[src/rtl/ppq_pkg.sv]
`default_nettype none
package ppq_pkg;

  localparam int STATE_DIM = 64;
  localparam int FRAC_BITS = 16;
  localparam int IDX_W     = 6;
  localparam int VAL_W     = 32;
  localparam int REG_W     = 31;
  localparam int WIDE_W    = 64;
  // squared distance of an active item stays below threshold_squared << FRAC_BITS
  localparam int D2_W      = REG_W + FRAC_BITS;
  localparam int ROOT_W    = (D2_W + 1) / 2;
  localparam int DIV_W     = VAL_W + FRAC_BITS + 1;
  localparam int NRES      = 21;

  localparam logic signed [WIDE_W-1:0] WIDE_MAX = 64'sh3FFF_FFFF_FFFF_FFFF;

  typedef enum logic [2:0] {
    CFG_X1     = 3'd0,
    CFG_Y1     = 3'd1,
    CFG_X2     = 3'd2,
    CFG_Y2     = 3'd3,
    CFG_THR    = 3'd4,
    CFG_THR_SQ = 3'd5,
    CFG_WEIGHT = 3'd6
  } cfg_idx_t;

  typedef enum logic [1:0] {
    KIND_PEN  = 2'd0,
    KIND_GRAD = 2'd1,
    KIND_HESS = 2'd2
  } kind_t;

  typedef enum logic [1:0] {
    SEL_X1 = 2'd0,
    SEL_Y1 = 2'd1,
    SEL_X2 = 2'd2,
    SEL_Y2 = 2'd3
  } sel_t;

  typedef enum logic [2:0] {
    SRC_PEN = 3'd0,
    SRC_GX  = 3'd1,
    SRC_GY  = 3'd2,
    SRC_HXX = 3'd3,
    SRC_HYY = 3'd4,
    SRC_HXY = 3'd5
  } src_t;

  typedef struct packed {
    kind_t kind;
    sel_t  row;
    sel_t  col;
    src_t  src;
    logic  neg;
  } emit_t;

  typedef struct packed {
    logic [IDX_W-1:0] x1;
    logic [IDX_W-1:0] y1;
    logic [IDX_W-1:0] x2;
    logic [IDX_W-1:0] y2;
    logic [REG_W-1:0] thr;
    logic [REG_W-1:0] thr_sq;
    logic [REG_W-1:0] weight;
  } cfg_t;

  typedef struct packed {
    logic signed [VAL_W-1:0] dx;
    logic signed [VAL_W-1:0] dy;
    logic [D2_W-1:0]         d2;
    logic                    active;
  } job_t;

  function automatic emit_t emit_entry(input logic [4:0] i);
    emit_t e;
    unique case (i)
      5'd1:    e = '{KIND_GRAD, SEL_X1, SEL_X1, SRC_GX, 1'b0};
      5'd2:    e = '{KIND_GRAD, SEL_X2, SEL_X1, SRC_GX, 1'b1};
      5'd3:    e = '{KIND_GRAD, SEL_Y1, SEL_X1, SRC_GY, 1'b0};
      5'd4:    e = '{KIND_GRAD, SEL_Y2, SEL_X1, SRC_GY, 1'b1};
      5'd5:    e = '{KIND_HESS, SEL_X1, SEL_X1, SRC_HXX, 1'b0};
      5'd6:    e = '{KIND_HESS, SEL_X1, SEL_X2, SRC_HXX, 1'b1};
      5'd7:    e = '{KIND_HESS, SEL_X2, SEL_X1, SRC_HXX, 1'b1};
      5'd8:    e = '{KIND_HESS, SEL_X2, SEL_X2, SRC_HXX, 1'b0};
      5'd9:    e = '{KIND_HESS, SEL_Y1, SEL_Y1, SRC_HYY, 1'b0};
      5'd10:   e = '{KIND_HESS, SEL_Y1, SEL_Y2, SRC_HYY, 1'b1};
      5'd11:   e = '{KIND_HESS, SEL_Y2, SEL_Y1, SRC_HYY, 1'b1};
      5'd12:   e = '{KIND_HESS, SEL_Y2, SEL_Y2, SRC_HYY, 1'b0};
      5'd13:   e = '{KIND_HESS, SEL_X1, SEL_Y1, SRC_HXY, 1'b0};
      5'd14:   e = '{KIND_HESS, SEL_Y1, SEL_X1, SRC_HXY, 1'b0};
      5'd15:   e = '{KIND_HESS, SEL_X1, SEL_Y2, SRC_HXY, 1'b1};
      5'd16:   e = '{KIND_HESS, SEL_Y2, SEL_X1, SRC_HXY, 1'b1};
      5'd17:   e = '{KIND_HESS, SEL_X2, SEL_Y1, SRC_HXY, 1'b1};
      5'd18:   e = '{KIND_HESS, SEL_Y1, SEL_X2, SRC_HXY, 1'b1};
      5'd19:   e = '{KIND_HESS, SEL_X2, SEL_Y2, SRC_HXY, 1'b0};
      5'd20:   e = '{KIND_HESS, SEL_Y2, SEL_X2, SRC_HXY, 1'b0};
      default: e = '{KIND_PEN, SEL_X1, SEL_X1, SRC_PEN, 1'b0};
    endcase
    return e;
  endfunction

  function automatic logic [IDX_W-1:0] clamp_idx(input logic [IDX_W-1:0] i);
    logic [IDX_W-1:0] r;
    if (32'(i) >= STATE_DIM) r = IDX_W'(STATE_DIM - 1);
    else r = i;
    return r;
  endfunction

  function automatic logic signed [VAL_W-1:0] sat32(input logic signed [WIDE_W-1:0] v);
    logic signed [VAL_W-1:0] r;
    if (v > 64'sh0000_0000_7FFF_FFFF) r = 32'sh7FFF_FFFF;
    else if (v < -64'sh0000_0000_8000_0000) r = 32'sh8000_0000;
    else r = v[VAL_W-1:0];
    return r;
  endfunction

endpackage
`default_nettype wire

[src/rtl/ppq_front.sv]
`default_nettype none
module ppq_front (
  input  logic                             clk,
  input  logic                             rst_n,
  input  logic                             in_push,
  output logic                             in_full,
  input  logic signed [ppq_pkg::VAL_W-1:0] in_first_x,
  input  logic signed [ppq_pkg::VAL_W-1:0] in_first_y,
  input  logic signed [ppq_pkg::VAL_W-1:0] in_second_x,
  input  logic signed [ppq_pkg::VAL_W-1:0] in_second_y,
  input  logic [ppq_pkg::REG_W-1:0]        thr_sq,
  output logic                             job_push,
  input  logic                             job_full,
  output ppq_pkg::job_t                    job
);
  import ppq_pkg::*;

  logic                     v1_r, v2_r, v3_r;
  logic signed [VAL_W-1:0]  dx1_r, dy1_r, dx2_r, dy2_r, dx3_r, dy3_r;
  logic [2*VAL_W-1:0]       sqx_r, sqy_r, d2_r;
  logic signed [VAL_W:0]    dx_w, dy_w;
  logic [VAL_W-1:0]         mx, my;
  logic                     adv;

  assign adv      = !v3_r || !job_full;
  assign in_full  = !adv;
  assign job_push = v3_r && !job_full;

  assign dx_w = $signed({in_first_x[VAL_W-1], in_first_x})
              - $signed({in_second_x[VAL_W-1], in_second_x});
  assign dy_w = $signed({in_first_y[VAL_W-1], in_first_y})
              - $signed({in_second_y[VAL_W-1], in_second_y});

  assign mx = dx1_r[VAL_W-1] ? VAL_W'(-dx1_r) : VAL_W'(dx1_r);
  assign my = dy1_r[VAL_W-1] ? VAL_W'(-dy1_r) : VAL_W'(dy1_r);

  always_comb begin
    job.dx     = dx3_r;
    job.dy     = dy3_r;
    job.d2     = d2_r[D2_W-1:0];
    job.active = d2_r < {{(2*VAL_W-D2_W){1'b0}}, thr_sq, {FRAC_BITS{1'b0}}};
  end

  always_ff @(posedge clk) begin
    if (!rst_n) begin
      v1_r <= 1'b0;
      v2_r <= 1'b0;
      v3_r <= 1'b0;
    end else if (adv) begin
      v1_r <= in_push;
      v2_r <= v1_r;
      v3_r <= v2_r;
    end
  end

  always_ff @(posedge clk) begin
    if (adv) begin
      dx1_r <= sat32({{(WIDE_W-VAL_W-1){dx_w[VAL_W]}}, dx_w});
      dy1_r <= sat32({{(WIDE_W-VAL_W-1){dy_w[VAL_W]}}, dy_w});
      sqx_r <= mx * mx;
      sqy_r <= my * my;
      dx2_r <= dx1_r;
      dy2_r <= dy1_r;
      d2_r  <= sqx_r + sqy_r;
      dx3_r <= dx2_r;
      dy3_r <= dy2_r;
    end
  end

endmodule
`default_nettype wire

[config.mk]
export PLATFORM = sky130hd
export DESIGN_NAME = ppq_front
export DESIGN_NICKNAME = d
export VERILOG_FILES = /design/src/rtl/ppq_pkg.sv /design/src/rtl/ppq_front.sv
export SDC_FILE = /design/constraint.sdc
export NUM_CORES = 2
export LEC_CHECK = 0
export BUFFER_PORTS_ARGS = -buffer_cell sky130_fd_sc_hd__buf_2
export CELL_PAD_IN_SITES_DETAIL_PLACEMENT = 1
export CELL_PAD_IN_SITES_GLOBAL_PLACEMENT = 1
export CORE_MARGIN = 2
export CORE_UTILIZATION = 40
export DETAILED_ROUTE_END_ITERATION = 16
export GPL_TIMING_DRIVEN = 1
export PLACE_DENSITY = 0.7
export SLEW_MARGIN = 30
export SYNTH_ARGS = -nofsm -noshare
export SYNTH_HDL_FRONTEND = slang
export SYNTH_SLANG_ARGS = --single-unit
[constraint.sdc]
create_clock -name clk -period 22.6 [get_ports clk]
set_input_delay 4.52 -clock clk [delete_from_list [all_inputs] [get_ports clk]]
set_output_delay 4.52 -clock clk [all_outputs]
set_load 0.005 [all_outputs]
==> results.tsv <==
stage	metric	value	unit
setup_path	crit_end	sqy_r[56]	
grt	antenna_found_initial	4	
cts	htree_levels	2	
cts	insertion_delay	0.68	ns
timing	post-route-min-period	12.36	ns
synthesis	yosysSeqAreaShare	0.148	
die	core_area	0.193	mm^2
cts	clock-root-buffer	clkbuf_16	
cts	clkTransAtPathRegs	0.08	ns
setup_path	r2r_end	sqy_r[56]	
finish	final_cells	10800	
timing	drv_slew	0	
die	dieArea	0.197	mm^2
setup_path	critical_path_arrival	12.85	ns
grt	grt-ovfl-total	0	
placed_design	place_area	0.0822	mm^2
synthesis	synthCells	7990	
cts	cts_tree	yes	
finish	final_common_cell	inv_1	
synthesis	synth_ff_type	edfxtp_1	
setup_path	r2r_setup_slack	10.24	ns
setup_path	crit_start	dy1_r[0]	
synthesis	ys_ff_latch	383	
setup_path	endpoint_kind	flip-flop	
cts	clock_path_buffers	3	
finish	syn2layout_area_growth	8.05	%
timing	max_freq	80.9	MHz
setup_path	r2r_start	dy1_r[0]	
die	initial_core_util	0.403	
setup_path	slowest_stage	inv_1	
hold_path	min_from	dx2_r[12]	
setup_path	path_max_fanout	22	
routing	routed_wl	246	mm
grt	grt_pass1_vias	64600	
grt	grt_pass1_wl	381	mm
cts	cts.sinks	383	
die	dieHeight	444	um
grt	gr-usage-all-layers	0.254	
routing	ant_nets	0	
hold_path	min_path_type	reg -> reg	
die	die-width	444	um
timing	worst_slew_pin_slew	1.08	ns
finish	layout_common_cells	inv_1 (2,110), fa_1 (1,596), ha_1 (716)	
routing	route.detailed.drc	0	
synthesis	yosys-top-cells-area	fa_1 (41%), edfxtp_1 (15%), ha_1 (12%)	
synthesis	yosysTopAreaCellShare	0.412	
routing	first_iter_violations	3646	
placed_design	hpwl	203	mm
timing	finalSetupViolations	0	
grt	grt_max_degree	132	
synthesis	avgSynthCellArea	9.71	um^2
routing	vias	56000	
placed_design	gp_congestion	0.964	
die	boundaryPins	277	
cts	postCtsSetupBuffers	0	
synthesis	yosysWarnings	0	
timing	rsz0062_at_grt	false	
synthesis	yosysUniqueCellTypes	82	
setup_path	start_kind	flip-flop	
routing	firstDrtPassIters	5	
synthesis	synth_enable_flop_cells	380	
routing	avgRoutedWirePerCell	22.8	um
synthesis	yosysTopAreaCell	fa_1	
placed_design	dp.cells	10700	
cts	cts_hold_buf	0	
setup_path	critical_path_class	reg -> reg	
placed_design	portBuffers	276	
finish	num-nets-final	10700	
cts	ctsResizeCount	0	
synthesis	ys_async_sr_fraction	0	
finish	fin_area	0.0838	mm^2
cts	cts_inserted_buffers	46	
timing	setup_tns	0	ns
timing	period_share	0.547	
timing	hold_violations	0	
die	rows	161	
finish	drive_gt1_frac	0.0667	
setup_path	slowest_delay	0.66	ns
timing	fin_skew	0.0278	ns
synthesis	synthesis.area	0.0775	mm^2
run_status	status	completed	
job	drv_cap	0	
routing	vias_per_cell	5.20	
setup_path	required	23.09	ns
setup_path	r2r_cells	36	
setup_path	cp_common_cell	fa_1	
timing	slew_headroom	0.273	
flip-flops by register name, indices dropped and copies added (netlist names):
signal and count:
sqx_r 62, v3_r 1, v1_r 1, dy3_r 32, dx2_r 32, dx1_r 32
sqy_r 62, v2_r 1, dy1_r 32, dx3_r 32, dy2_r 32, d2_r 64
through the flow:
| step | setup slack [ns] | hold slack (ns) | util |
|---|---|---|---|
| 2_1_floorplan | 4.55 | 0.400 | - |
| 3_3_place_gp | 9.81 | 0.403 | 0.427 |
| 3_5_place_dp | 9.90 | 0.406 | 0.427 |
| 4_1_cts | 9.86 | 0.397 | 0.435 |
| 5_1_grt | 9.68 | 0.407 | 0.435 |
| 6_report | 10.24 | 0.401 | 0.435 |
how the worst min path moves through the flow:
stage,slack (ns),end,cells past startpoint
finish,0.40,dx3_r[12],0
global route,0.41,dx3_r[7],0
CTS,0.40,dx3_r[12],0
detailed placement,0.41,dy3_r[5],0
global placement,0.40,dx3_r[24],0
floorplan,0.40,dx3_r[10],0
critical path: cells and delay by family, from the launching register on:
kind	cells	cell delay, ns
AO/OA/AOI/OAI	7	2.20
XOR/XNOR	2	0.35
adder cells (fa/ha/maj)	10	4.47
buffers and inverters	6	1.65
flip-flops	1	0.36
multiplexers	1	0.15
AND/OR/NAND/NOR	10	2.95
cell type report:
cell class	instances	area, um^2
antenna	5	12.5
clock buffer	53	1180
clock inverter	30	332
fill	22000	109000
inverter	2141	8040
multi-input combinational	5238	57300
sequential	383	11500
tap	2526	3160
timing repair buffer	397	2310
kinds of logic (layout without fill, tap and decap cells):
logic type,after synthesis,in the layout,synth area share
buffers and inverters,2417,2621,0.119
adder cells (fa/ha/maj),2323,2323,0.529
AND/OR/NAND/NOR,1587,1587,0.0878
AO/OA/AOI/OAI,928,928,0.0760
flip-flops,383,383,0.148
XOR/XNOR,345,345,0.0391
multiplexers,5,5,0.000678
other,2,55,0.0000968
layer usage:
layer | up-vias | share of wire | GRT usage
li1 | 24700 | - | -
met1 | 29400 | 0.41 | 0.331
met2 | 1487 | 0.48 | 0.429
met3 | 397 | 0.057 | 0.0314
met4 | 5 | 0.049 | 0.106
met5 | - | 0.00023 | 0
cell usage after synthesis, drive strengths merged, types with 15 or more instances:
library cell,n
o31ai,27
a21oi,287
o211ai,15
o21ai,191
inv,2124
and2,17
nor3,32
nor4,21
edfxtp,380
clkinv,17
clkbuf,212
nor2,599
xnor2,214
nand2,645
or3,22
a211oi,27
a31oi,27
nand2b,43
nor2b,36
fa,1596
and3,32
a21o,159
nand3,55
buf,64
o21a,31
xor2,131
ha,716
nand4,43
o21bai,40
Power is left out: the tool's default activity adds up to more than one toggle a clock period on the data nets, which glitch-free logic cannot reach.
