[src/rtl/ppq_pkg.sv]
`default_nettype none
package ppq_pkg;

  localparam int STATE_DIM = 64;
  localparam int FRAC_BITS = 16;
  localparam int IDX_W     = 6;
  localparam int VAL_W     = 32;
  localparam int REG_W     = 31;
  localparam int WIDE_W    = 64;
  // squared distance of an active item stays below threshold_squared << FRAC_BITS
  localparam int D2_W      = REG_W + FRAC_BITS;
  localparam int ROOT_W    = (D2_W + 1) / 2;
  localparam int DIV_W     = VAL_W + FRAC_BITS + 1;
  localparam int NRES      = 21;

  localparam logic signed [WIDE_W-1:0] WIDE_MAX = 64'sh3FFF_FFFF_FFFF_FFFF;

  typedef enum logic [2:0] {
    CFG_X1     = 3'd0,
    CFG_Y1     = 3'd1,
    CFG_X2     = 3'd2,
    CFG_Y2     = 3'd3,
    CFG_THR    = 3'd4,
    CFG_THR_SQ = 3'd5,
    CFG_WEIGHT = 3'd6
  } cfg_idx_t;

  typedef enum logic [1:0] {
    KIND_PEN  = 2'd0,
    KIND_GRAD = 2'd1,
    KIND_HESS = 2'd2
  } kind_t;

  typedef enum logic [1:0] {
    SEL_X1 = 2'd0,
    SEL_Y1 = 2'd1,
    SEL_X2 = 2'd2,
    SEL_Y2 = 2'd3
  } sel_t;

  typedef enum logic [2:0] {
    SRC_PEN = 3'd0,
    SRC_GX  = 3'd1,
    SRC_GY  = 3'd2,
    SRC_HXX = 3'd3,
    SRC_HYY = 3'd4,
    SRC_HXY = 3'd5
  } src_t;

  typedef struct packed {
    kind_t kind;
    sel_t  row;
    sel_t  col;
    src_t  src;
    logic  neg;
  } emit_t;

  typedef struct packed {
    logic [IDX_W-1:0] x1;
    logic [IDX_W-1:0] y1;
    logic [IDX_W-1:0] x2;
    logic [IDX_W-1:0] y2;
    logic [REG_W-1:0] thr;
    logic [REG_W-1:0] thr_sq;
    logic [REG_W-1:0] weight;
  } cfg_t;

  typedef struct packed {
    logic signed [VAL_W-1:0] dx;
    logic signed [VAL_W-1:0] dy;
    logic [D2_W-1:0]         d2;
    logic                    active;
  } job_t;

  function automatic emit_t emit_entry(input logic [4:0] i);
    emit_t e;
    unique case (i)
      5'd1:    e = '{KIND_GRAD, SEL_X1, SEL_X1, SRC_GX, 1'b0};
      5'd2:    e = '{KIND_GRAD, SEL_X2, SEL_X1, SRC_GX, 1'b1};
      5'd3:    e = '{KIND_GRAD, SEL_Y1, SEL_X1, SRC_GY, 1'b0};
      5'd4:    e = '{KIND_GRAD, SEL_Y2, SEL_X1, SRC_GY, 1'b1};
      5'd5:    e = '{KIND_HESS, SEL_X1, SEL_X1, SRC_HXX, 1'b0};
      5'd6:    e = '{KIND_HESS, SEL_X1, SEL_X2, SRC_HXX, 1'b1};
      5'd7:    e = '{KIND_HESS, SEL_X2, SEL_X1, SRC_HXX, 1'b1};
      5'd8:    e = '{KIND_HESS, SEL_X2, SEL_X2, SRC_HXX, 1'b0};
      5'd9:    e = '{KIND_HESS, SEL_Y1, SEL_Y1, SRC_HYY, 1'b0};
      5'd10:   e = '{KIND_HESS, SEL_Y1, SEL_Y2, SRC_HYY, 1'b1};
      5'd11:   e = '{KIND_HESS, SEL_Y2, SEL_Y1, SRC_HYY, 1'b1};
      5'd12:   e = '{KIND_HESS, SEL_Y2, SEL_Y2, SRC_HYY, 1'b0};
      5'd13:   e = '{KIND_HESS, SEL_X1, SEL_Y1, SRC_HXY, 1'b0};
      5'd14:   e = '{KIND_HESS, SEL_Y1, SEL_X1, SRC_HXY, 1'b0};
      5'd15:   e = '{KIND_HESS, SEL_X1, SEL_Y2, SRC_HXY, 1'b1};
      5'd16:   e = '{KIND_HESS, SEL_Y2, SEL_X1, SRC_HXY, 1'b1};
      5'd17:   e = '{KIND_HESS, SEL_X2, SEL_Y1, SRC_HXY, 1'b1};
      5'd18:   e = '{KIND_HESS, SEL_Y1, SEL_X2, SRC_HXY, 1'b1};
      5'd19:   e = '{KIND_HESS, SEL_X2, SEL_Y2, SRC_HXY, 1'b0};
      5'd20:   e = '{KIND_HESS, SEL_Y2, SEL_X2, SRC_HXY, 1'b0};
      default: e = '{KIND_PEN, SEL_X1, SEL_X1, SRC_PEN, 1'b0};
    endcase
    return e;
  endfunction

  function automatic logic [IDX_W-1:0] clamp_idx(input logic [IDX_W-1:0] i);
    logic [IDX_W-1:0] r;
    if (32'(i) >= STATE_DIM) r = IDX_W'(STATE_DIM - 1);
    else r = i;
    return r;
  endfunction

  function automatic logic signed [VAL_W-1:0] sat32(input logic signed [WIDE_W-1:0] v);
    logic signed [VAL_W-1:0] r;
    if (v > 64'sh0000_0000_7FFF_FFFF) r = 32'sh7FFF_FFFF;
    else if (v < -64'sh0000_0000_8000_0000) r = 32'sh8000_0000;
    else r = v[VAL_W-1:0];
    return r;
  endfunction

endpackage
`default_nettype wire

[src/rtl/ppq_fifo.sv]
`default_nettype none
module ppq_fifo (
  input  logic          clk,
  input  logic          rst_n,
  input  logic          push,
  input  ppq_pkg::job_t wdata,
  output logic          full,
  input  logic          pop,
  output ppq_pkg::job_t rdata,
  output logic          empty
);
  import ppq_pkg::*;

  job_t        mem_r [2];
  logic        wp_r, rp_r;
  logic [1:0]  cnt_r;

  assign full  = (cnt_r == 2'd2);
  assign empty = (cnt_r == 2'd0);
  assign rdata = mem_r[rp_r];

  always_ff @(posedge clk) begin
    if (!rst_n) begin
      wp_r  <= 1'b0;
      rp_r  <= 1'b0;
      cnt_r <= 2'd0;
    end else begin
      if (push) wp_r <= ~wp_r;
      if (pop) rp_r <= ~rp_r;
      cnt_r <= cnt_r + {1'b0, push} - {1'b0, pop};
    end
  end

  always_ff @(posedge clk) begin
    if (push) mem_r[wp_r] <= wdata;
  end

endmodule
`default_nettype wire

[config.mk]
export PLATFORM = sky130hd
export DESIGN_NAME = ppq_fifo
export DESIGN_NICKNAME = d
export VERILOG_FILES = /design/src/rtl/ppq_pkg.sv /design/src/rtl/ppq_fifo.sv
export SDC_FILE = /design/constraint.sdc
export NUM_CORES = 1
export LEC_CHECK = 0
export BUFFER_PORTS_ARGS = -buffer_cell sky130_fd_sc_hd__clkbuf_2
export CAP_MARGIN = 20
export CORE_ASPECT_RATIO = 0.9
export CORE_MARGIN = 2
export CORE_UTILIZATION = 45
export DETAILED_ROUTE_END_ITERATION = 10
export GPL_TIMING_DRIVEN = 0
export PLACE_DENSITY_LB_ADDON = 0.15
export SLEW_MARGIN = 40
export SYNTH_ARGS = -nofsm -noshare
export SYNTH_HDL_FRONTEND = slang
export SYNTH_SLANG_ARGS = --single-unit
export TNS_END_PERCENT = 5
[constraint.sdc]
create_clock -name clk -period 10.9 [get_ports clk]
set_input_delay 1.09 -clock clk [delete_from_list [all_inputs] [get_ports clk]]
set_output_delay 1.09 -clock clk [all_outputs]
set_load 0.01 [all_outputs]
==> results.sh, run 1 <==
export IMPL_status="completed"
export IMPL_power_density_nw_per_um2=188
export IMPL_synth_xor_area_frac=0.00376
export IMPL_skew_ns=0.00724
export IMPL_detail_route_first_pass_iterations=4
export IMPL_grt_max_degree=37
export IMPL_wl_um=15000
export IMPL_netlist_area_sq_um=8330
export IMPL_fin_crit_ns=2.97
export IMPL_first_global_vias=4609
export IMPL_ir_worst_vdd_mv=0.149
export IMPL_final_setup_tns_ns=0
export IMPL_synth_seq_cells=229
export IMPL_critPathKind="reg2out"
export IMPL_synth_distinct_cells=14
export IMPL_fmaxAchievable_mhz=336
export IMPL_drtIter0Drc=139
export IMPL_drive_gt1_frac=0.606
export IMPL_crit_fanout=10
export IMPL_maxCapViolations=0
export IMPL_antenna_found_initial=0
export IMPL_gr_total_overflow=0
export IMPL_hold_viol_final=0
export IMPL_yosysSeqAreaShare=0.820
export IMPL_rsz0062_at_grt="no"
export IMPL_crit_path_start_kind="register"
export IMPL_clockRootBuffer="clkbuf_16"
export IMPL_gp_congestion=0.691
export IMPL_io_pin_count=230
export IMPL_synth_mux_area_frac=0.151
export IMPL_synth_top_area_cell="edfxtp_1"
export IMPL_netlist_area_leader_share=0.808
export IMPL_die_area_sq_um=19600
export IMPL_gr_usage_all_layers=0.151
export IMPL_synth_simple_gate_area_frac=0.00646
export IMPL_rows=47
export IMPL_finalMaxSlewViolations=0
export IMPL_yosys_warnings=0
export IMPL_whs_ns=0.588
export IMPL_finalCritPeriodShare=0.273
export IMPL_min_path_type="reg2reg"
export IMPL_syn_area_per_cell_sq_um=22.6
export IMPL_place_port_buffers=229
export IMPL_synth_fp_nets=487
export IMPL_tritoncts="yes"
export IMPL_synthToLayoutAreaGrowth_pct=29.7
export IMPL_cts_sinks=229
export IMPL_core_sq_um=18300
export IMPL_crit_arrival_ns=1.88
export IMPL_viasPerCell=4.78
export IMPL_p_leak_nw=4.13
export IMPL_required_ns=9.81
export IMPL_post_dp_hpwl_um=10400
export IMPL_post_cts_buffers=0
export IMPL_clockBufferDepth=3
export IMPL_synth_compound_area_share=0.000902
export IMPL_relSlewSlack=0.673
export IMPL_synth_top_family_by_area="multiplexers"
export IMPL_die_w_um=147
export IMPL_dr_total_vias=4275
export IMPL_initial_core_util=0.455
export IMPL_path_clk_slew_ns=0.06
export IMPL_cp_end_kind="output pin"
export IMPL_htreeDepth=1
export IMPL_wire_per_inst_um=16.8
export IMPL_clkLatencyLatePin_ns=0.50
export IMPL_grt_pass1_wl_um=23400
export IMPL_cts_buffers=24
export IMPL_nNetsFinal=752
export IMPL_die_h_um=133
export IMPL_synth_top_cells_by_area="edfxtp_1, mux2_2, dfxtp_1, buf_6, and2_1"
export IMPL_insertedDiodeCount=0
export IMPL_drt_antenna_violating_nets=0
export IMPL_worst_slew_pin_slew_ns=0.490
export IMPL_synth_fa_ha_area_frac=0.00301
export IMPL_synth_cells=369
export IMPL_setup_viol=0
export IMPL_drcViolationCount=0
export IMPL_cts_hold_buffers=0
export IMPL_cts_resized=0
==> layout by cell type (no fill, tap or decap) <==
cell type	Yosys	routed
and2_1	4	3
and2_4	0	1
buf_12	0	3
buf_16	0	6
buf_2	3	3
buf_4	1	1
buf_6	8	8
buf_8	0	1
bufinv_16	0	3
clkbuf_1	0	8
clkbuf_16	0	25
clkbuf_2	0	229
clkinv_1	0	5
clkinv_2	0	1
dfxtp_1	5	5
edfxtp_1	224	224
ha_1	2	2
inv_1	2	2
mux2_2	112	112
nor2_1	1	1
nor2b_1	4	3
nor2b_4	0	1
o21a_1	1	1
xnor3_1	1	1
xor2_1	1	1
==> final timing paths <==
kind | endpoint | cells after the start | slack [ns] | start
worst max-delay path | rdata[33] | 4 | 7.93 | register
worst min register to register | rp_r | 2 | 0.59 | rp_r
worst min-delay path | rp_r | 2 | 0.59 | rp_r
worst max register to register | mem_r[0][44] | 5 | 9.11 | wp_r
==> cell type report <==
type | instances | area [sq um]
Buffer | 12 | 113
Clock buffer | 33 | 656
Clock inverter | 9 | 114
Fill cell | 1427 | 7490
Inverter | 2 | 7.51
Multi-Input combinational cell | 126 | 1390
Sequential cell | 229 | 6830
Tap cell | 245 | 307
Timing Repair Buffer | 239 | 1390
==> where the power goes <==
part	switching, mW	total [mW]	internal, mW
combinational	0.108	0.218	0.110
clock	0.301	0.788	0.488
sequential	0.0106	1.03	1.02
total	0.419	2.04	1.62
==> layer usage <==
metal	global-route usage	wire, um
met1	0.179	5950
met2	0.254	7260
met3	0.0634	1480
met4	0.0475	344
met5	0	0
==> worst max-delay path, stage by stage (launching register included) <==
cell and delay (ns):
dfxtp_1 0.40, buf_4 0.28, buf_6 0.20, mux2_2 0.36
clkbuf_2 0.14
==> registers in the layout (all words and copies together), names as in the netlist, named ones only <==
name	count
cnt_r	2
mem_r	224
wp_r	1
rp_r	1
==> per-stage QoR <==
stage | std cells | power, mW | worst slack, ns | utilization | instance area [sq um]
finish | 895 | 2.04 | 7.93 | 0.590 | 10800
global route | 895 | 2.11 | 7.82 | 0.590 | 10800
CTS | 895 | 2.06 | 7.85 | 0.590 | 10800
detailed placement | 853 | 1.27 | 8.15 | 0.548 | 10000
global placement | 843 | 1.26 | 1.41 | 0.535 | 9780
floorplan | 369 | 1.17 | 4.32 | - | 8330
==> synth_stat cells <==
| master | instances |
|---|---|
| nor2_1 | 1 |
| nor2b_1 | 4 |
| buf_6 | 8 |
| inv_1 | 2 |
| buf_4 | 1 |
| edfxtp_1 | 224 |
| xor2_1 | 1 |
| dfxtp_1 | 5 |
| o21a_1 | 1 |
| xnor3_1 | 1 |
| buf_2 | 3 |
| mux2_2 | 112 |
| ha_1 | 2 |
| and2_1 | 4 |
==> kinds of logic after synthesis <==
group,Yosys count
AO/OA/AOI/OAI,1
XOR/XNOR,2
adder cells (fa/ha/maj),2
buffers and inverters,14
flip-flops,229
multiplexers,112
AND/OR/NAND/NOR,9
Power figures use the tool's default switching activity.
==> run 2, diff against run 1 <==
Settings changed: ABC_AREA set to 1.
Clock period 10.9 ns to 2.99 ns, I/O delays scaled along.
==> results.sh, run 2 <==
export IMPL_core_sq_um=18300
export IMPL_post_cts_buffers=0
export IMPL_gr_total_overflow=0
export IMPL_relSlewSlack=0.713
export IMPL_synth_edf_count=224
export IMPL_whs_ns=0.0148
export IMPL_gp_congestion=0.706
export IMPL_netlist_area_leader_share=0.808
export IMPL_nFillCells=1331
export IMPL_place_port_buffers=229
export IMPL_finalMaxSlewViolations=0
export IMPL_crit_arrival_ns=1.86
export IMPL_clockBufferDepth=3
export IMPL_fin_crit_ns=2.16
export IMPL_die_w_um=147
export IMPL_antenna_found_initial=0
export IMPL_crit_path_start_kind="register"
export IMPL_synth_distinct_cells=12
export IMPL_clockRootBuffer="clkbuf_16"
export IMPL_viasPerCell=4.67
export IMPL_post_dp_cell_area_sq_um=9960
export IMPL_synth_seq_cells=229
export IMPL_drt_antenna_violating_nets=0
export IMPL_gr_usage_all_layers=0.160
export IMPL_largest_reg_flops=224
export IMPL_grt_max_degree=58
export IMPL_synthToLayoutAreaGrowth_pct=39.9
export IMPL_cts_resized=0
export IMPL_grt_pass1_wl_um=24900
export IMPL_power_density_nw_per_um2=607
export IMPL_rsz0062_at_grt="no"
export IMPL_skew_ns=0.0215
export IMPL_cts_buffers=23
export IMPL_io_pin_count=230
export IMPL_min_path_type="in2reg"
export IMPL_fin_area_sq_um=11700
export IMPL_cts_sinks=229
export IMPL_synth_top_cells_by_area="edfxtp_1, mux2_2, dfxtp_1, buf_6, nor2_1"
export IMPL_crit_fanout=10
export IMPL_fmaxAchievable_mhz=464
export IMPL_synth_ff_type="edfxtp_1"
export IMPL_syn_area_per_cell_sq_um=21.9
export IMPL_wl_um=16200
export IMPL_die_h_um=133
export IMPL_p_leak_nw=4.50
export IMPL_final_cell_mix="clkbuf_2, edfxtp_1, mux2_2"
export IMPL_setup_viol=0
export IMPL_status="completed"
export IMPL_cts_hold_buffers=104
export IMPL_dr_total_vias=4712
export IMPL_yosys_warnings=0
export IMPL_insertedDiodeCount=0
export IMPL_yosys_top_cells_count="edfxtp_1, mux2_2, nor2_1"
export IMPL_worst_slew_pin_slew_ns=0.431
export IMPL_wire_per_inst_um=16.1
export IMPL_synth_fp_nets=499
export IMPL_finalCritPeriodShare=0.721
export IMPL_path_clk_slew_ns=0.06
export IMPL_yosysSeqAreaShare=0.820
export IMPL_initial_core_util=0.455
export IMPL_first_global_vias=5023
export IMPL_largest_register="mem_r"
export IMPL_die_area_sq_um=19600
export IMPL_required_ns=2.69
export IMPL_htreeDepth=1
export IMPL_tritoncts="yes"
export IMPL_clkLatencyLatePin_ns=0.50
export IMPL_nNetsFinal=865
export IMPL_post_dp_hpwl_um=10500
export IMPL_top_regs="mem_r x224, cnt_r x2"
export IMPL_ir_worst_vdd_mv=0.425
export IMPL_drcViolationCount=0
export IMPL_synth_async_reset_ratio=0
export IMPL_maxCapViolations=0
export IMPL_drtIter0Drc=187
export IMPL_rows=47
export IMPL_drive_gt1_frac=0.510
export IMPL_hold_viol_final=0
export IMPL_critPathKind="reg2out"
export IMPL_detail_route_first_pass_iterations=4
export IMPL_synth_cells=381
export IMPL_netlist_area_sq_um=8330
export IMPL_cp_end_kind="output pin"
export IMPL_layout_commonest_cell="clkbuf_2"
export IMPL_synth_top_area_cell="edfxtp_1"
export IMPL_synth_most_common_cell="edfxtp_1"
==> run 2: power breakdown <==
part | leakage [nW] | switching, mW | internal, mW
Sequential | 2.14 | 0.0369 | 3.72
Combinational | 2.05 | 0.390 | 0.423
Clock | 0.316 | 1.10 | 1.41
Total | 4.50 | 1.52 | 5.55
==> run 2: layout make-up <==
type | instances | area [sq um] | share of cell area
plain buffers | 12 | 113 | 0.00966
clock buffers | 31 | 606 | 0.0520
clock inverters | 10 | 41.3 | 0.00354
inverters | 7 | 33.8 | 0.00290
multi-input cells | 133 | 1370 | 0.117
flip-flops and latches | 229 | 6830 | 0.586
well taps | 245 | 307 | 0.0263
repair buffers | 341 | 2360 | 0.202
==> run 2: stage by stage <==
step	std cells	total power, mW	setup TNS, ns	setup slack [ns]	utilization
after floorplan	381	4.19	-12.29	-0.110	-
after global placement	855	4.48	-193.92	-1.33	0.535
after detailed placement	863	4.53	0	0.952	0.545
after CTS	1008	7.14	0	0.787	0.637
after global routing	1008	7.33	0	0.741	0.637
final	1008	7.07	0	0.833	0.637
==> run 2: cell families (layout without fill, tap and decap cells) <==
group / after synthesis / in the layout / synth area share
AOI/OAI and AO/OA: 1 / 1 / 0.000601
buffers and inverters: 19 / 401 / 0.0167
DFF: 229 / 229 / 0.820
and+or+nand+nor: 18 / 18 / 0.00826
adders and majority gates: 2 / 2 / 0.00301
muxes: 112 / 112 / 0.151
==> run 2: layer usage <==
| layer | wire length, um | vias up | global-route usage |
|---|---|---|---|
| met5 | 0 | - | 0 |
| met4 | 286 | 0 | 0.0390 |
| met3 | 1180 | 20 | 0.0479 |
| met2 | 8010 | 160 | 0.282 |
| met1 | 6740 | 2296 | 0.195 |
| li1 | - | 2236 | - |
==> run 2: path summary, 6_finish.rpt <==
| path | from | to | slack (ns) | cells after the start |
|---|---|---|---|---|
| setup / recovery | register | rdata[65] | 0.83 | 4 |
| hold / removal | wdata[68] | mem_r[0][68] | 0.01 | 1 |
| setup reg to reg | wp_r | mem_r[0][45] | 1.12 | 6 |
| hold reg to reg | rp_r | register | 0.50 | 2 |
==> run 2: worst max-delay path, cell delays in order, from the launching register on <==
cell	delay (ns)
dfxtp_1	0.38
buf_4	0.29
buf_6	0.20
mux2_2	0.35
clkbuf_2	0.14
==> run 3, diff against run 2 <==
Clock period 2.99 ns to 1.9 ns, I/O delays scaled along.
==> results.sh, run 3 (synthesis results as in run 2) <==
export IMPL_setup_viol=0
export IMPL_crit_path_cell_trace="buf_12 > buf_12 > mux2_2 > clkbuf_2"
export IMPL_grt_max_degree=26
export IMPL_drt_antenna_violating_nets=0
export IMPL_p_leak_nw=4.70
export IMPL_finalCritPeriodShare=0.998
export IMPL_htreeDepth=1
export IMPL_wl_um=16800
export IMPL_hold_viol_final=0
export IMPL_tritoncts="yes"
export IMPL_final_cell_mix="clkbuf_2, edfxtp_1, dlygate4sd3_1"
export IMPL_synthToLayoutAreaGrowth_pct=45.9
export IMPL_largest_register="mem_r"
export IMPL_status="completed"
export IMPL_die_h_um=133
export IMPL_crit_path_start_kind="register"
export IMPL_worst_r2r_cell_count=4
export IMPL_die_w_um=147
export IMPL_detail_route_first_pass_iterations=4
export IMPL_first_global_vias=5269
export IMPL_io_pin_count=230
export IMPL_rrSetupSlack_ns=0.25
export IMPL_clkLatencyLatePin_ns=0.50
export IMPL_clockBufferDepth=3
export IMPL_crit_arrival_ns=1.71
export IMPL_hold_start="wdata[20]"
export IMPL_power_density_nw_per_um2=955
export IMPL_drtIter0Drc=155
export IMPL_crit_fanout=10
export IMPL_core_sq_um=18300
export IMPL_initial_core_util=0.455
export IMPL_required_ns=1.71
export IMPL_fmaxAchievable_mhz=527
export IMPL_drcViolationCount=0
export IMPL_layout_commonest_cell="clkbuf_2"
export IMPL_min_path_type="in2reg"
export IMPL_grt_pass1_wl_um=26500
export IMPL_cp_end_kind="output pin"
export IMPL_wire_per_inst_um=16.3
export IMPL_dp_cells=867
export IMPL_dr_total_vias=4836
export IMPL_critPathMostFrequentCell="buf_12"
export IMPL_top_regs="mem_r x224, cnt_r x2"
export IMPL_gr_usage_all_layers=0.171
export IMPL_layoutNonFillerInstCount=1031
export IMPL_ir_worst_vdd_mv=0.763
export IMPL_worst_slew_pin_slew_ns=0.486
export IMPL_cts_buffers=24
export IMPL_drive_gt1_frac=0.517
export IMPL_maxCapViolations=0
export IMPL_max_stage_delay_ns=0.41
export IMPL_clockRootBuffer="clkbuf_16"
export IMPL_nNetsFinal=885
export IMPL_post_dp_cell_area_sq_um=10100
export IMPL_antenna_found_initial=1
export IMPL_fin_area_sq_um=12100
export IMPL_fin_crit_ns=1.90
export IMPL_gp_congestion=0.701
export IMPL_viasPerCell=4.69
export IMPL_place_port_buffers=229
export IMPL_reg2reg_from="wp_r"
export IMPL_die_area_sq_um=19600
export IMPL_largest_reg_flops=224
export IMPL_skew_ns=0.00672
export IMPL_crit_end="rdata[110]"
export IMPL_critPathKind="reg2out"
export IMPL_cts_sinks=229
export IMPL_gr_total_overflow=0
export IMPL_rows=47
export IMPL_path_clk_slew_ns=0.06
export IMPL_relSlewSlack=0.675
export IMPL_finalMaxSlewViolations=0
export IMPL_r2r_end="mem_r[0][54]"
export IMPL_rsz0062_at_grt="yes"
export IMPL_cpMaxStageDelayCell="dfxtp_4"
export IMPL_post_dp_hpwl_um=10700
run 3: changes by cell type in the layout (fill, tap and decap cells not counted), moves of 4 or more:
cell and delta:
buf_12 +11, buf_8 +4, buf_16 +4, clkbuf_1 -4, buf_6 -8, dlygate4sd3_1 +11
run 3: final cells by class:
class,instances,area [sq um]
Antenna cell,1,2.50
Buffer,12,220
Clock buffer,29,641
Clock inverter,15,92.6
Fill cell,1284,6150
Inverter,7,30.0
Multi-Input combinational cell,133,1370
Sequential cell,229,6830
Tap cell,245,307
Timing Repair Buffer,360,2650
run 3: stage by stage:
| step | setup TNS [ns] | power (mW) | hold WS (ns) | setup slack [ns] | util |
|---|---|---|---|---|---|
| 2_1_floorplan | -115.58 | 6.59 | 0.283 | -0.544 | - |
| 3_3_place_gp | -335.20 | 7.05 | 0.379 | -1.54 | 0.535 |
| 3_5_place_dp | 0 | 7.15 | 0.382 | 0.115 | 0.550 |
| 4_1_cts | -0.709 | 11.7 | 0.395 | -0.0325 | 0.660 |
| 5_1_grt | -1.67 | 12.0 | 0.404 | -0.0464 | 0.664 |
| 6_report | 0 | 11.6 | 0.412 | 0.00370 | 0.664 |
run 3: worst min path at each step:
stage	end	slack, ns	depth (start not counted)
after floorplan	cnt_r[0]	0.28	2
after global placement	mem_r[0][20]	0.38	1
after detailed placement	mem_r[0][71]	0.38	1
after CTS	mem_r[1][20]	0.40	2
after global routing	mem_r[0][99]	0.40	2
final	mem_r[1][20]	0.41	2
run 3: power breakdown:
group | internal (mW) | leakage (nW) | switching, mW
Clock | 2.52 | 0.359 | 1.77
Sequential | 5.85 | 2.14 | 0.0654
Combinational | 0.764 | 2.20 | 0.634
run 3: critical path, delay by kind of cell (launching register included):
kind,cells,cell delay (ns)
mux,1,0.34
buf+inv,3,0.45
flops,1,0.41
run 3: per-layer routing:
layer / track usage / share of wire
met2: 0.303 / 0.51
met5: 0 / 0
met4: 0.0502 / 0.030
met3: 0.0500 / 0.070
met1: 0.202 / 0.38
run 3: timing repair:
action	CTS	global route
hold buffers	115	0
buffers inserted	2	0
gates resized for setup	14	19
cloned	2	0
hold endpoints to repair	229	0
endpoints found under the setup margin	80	101
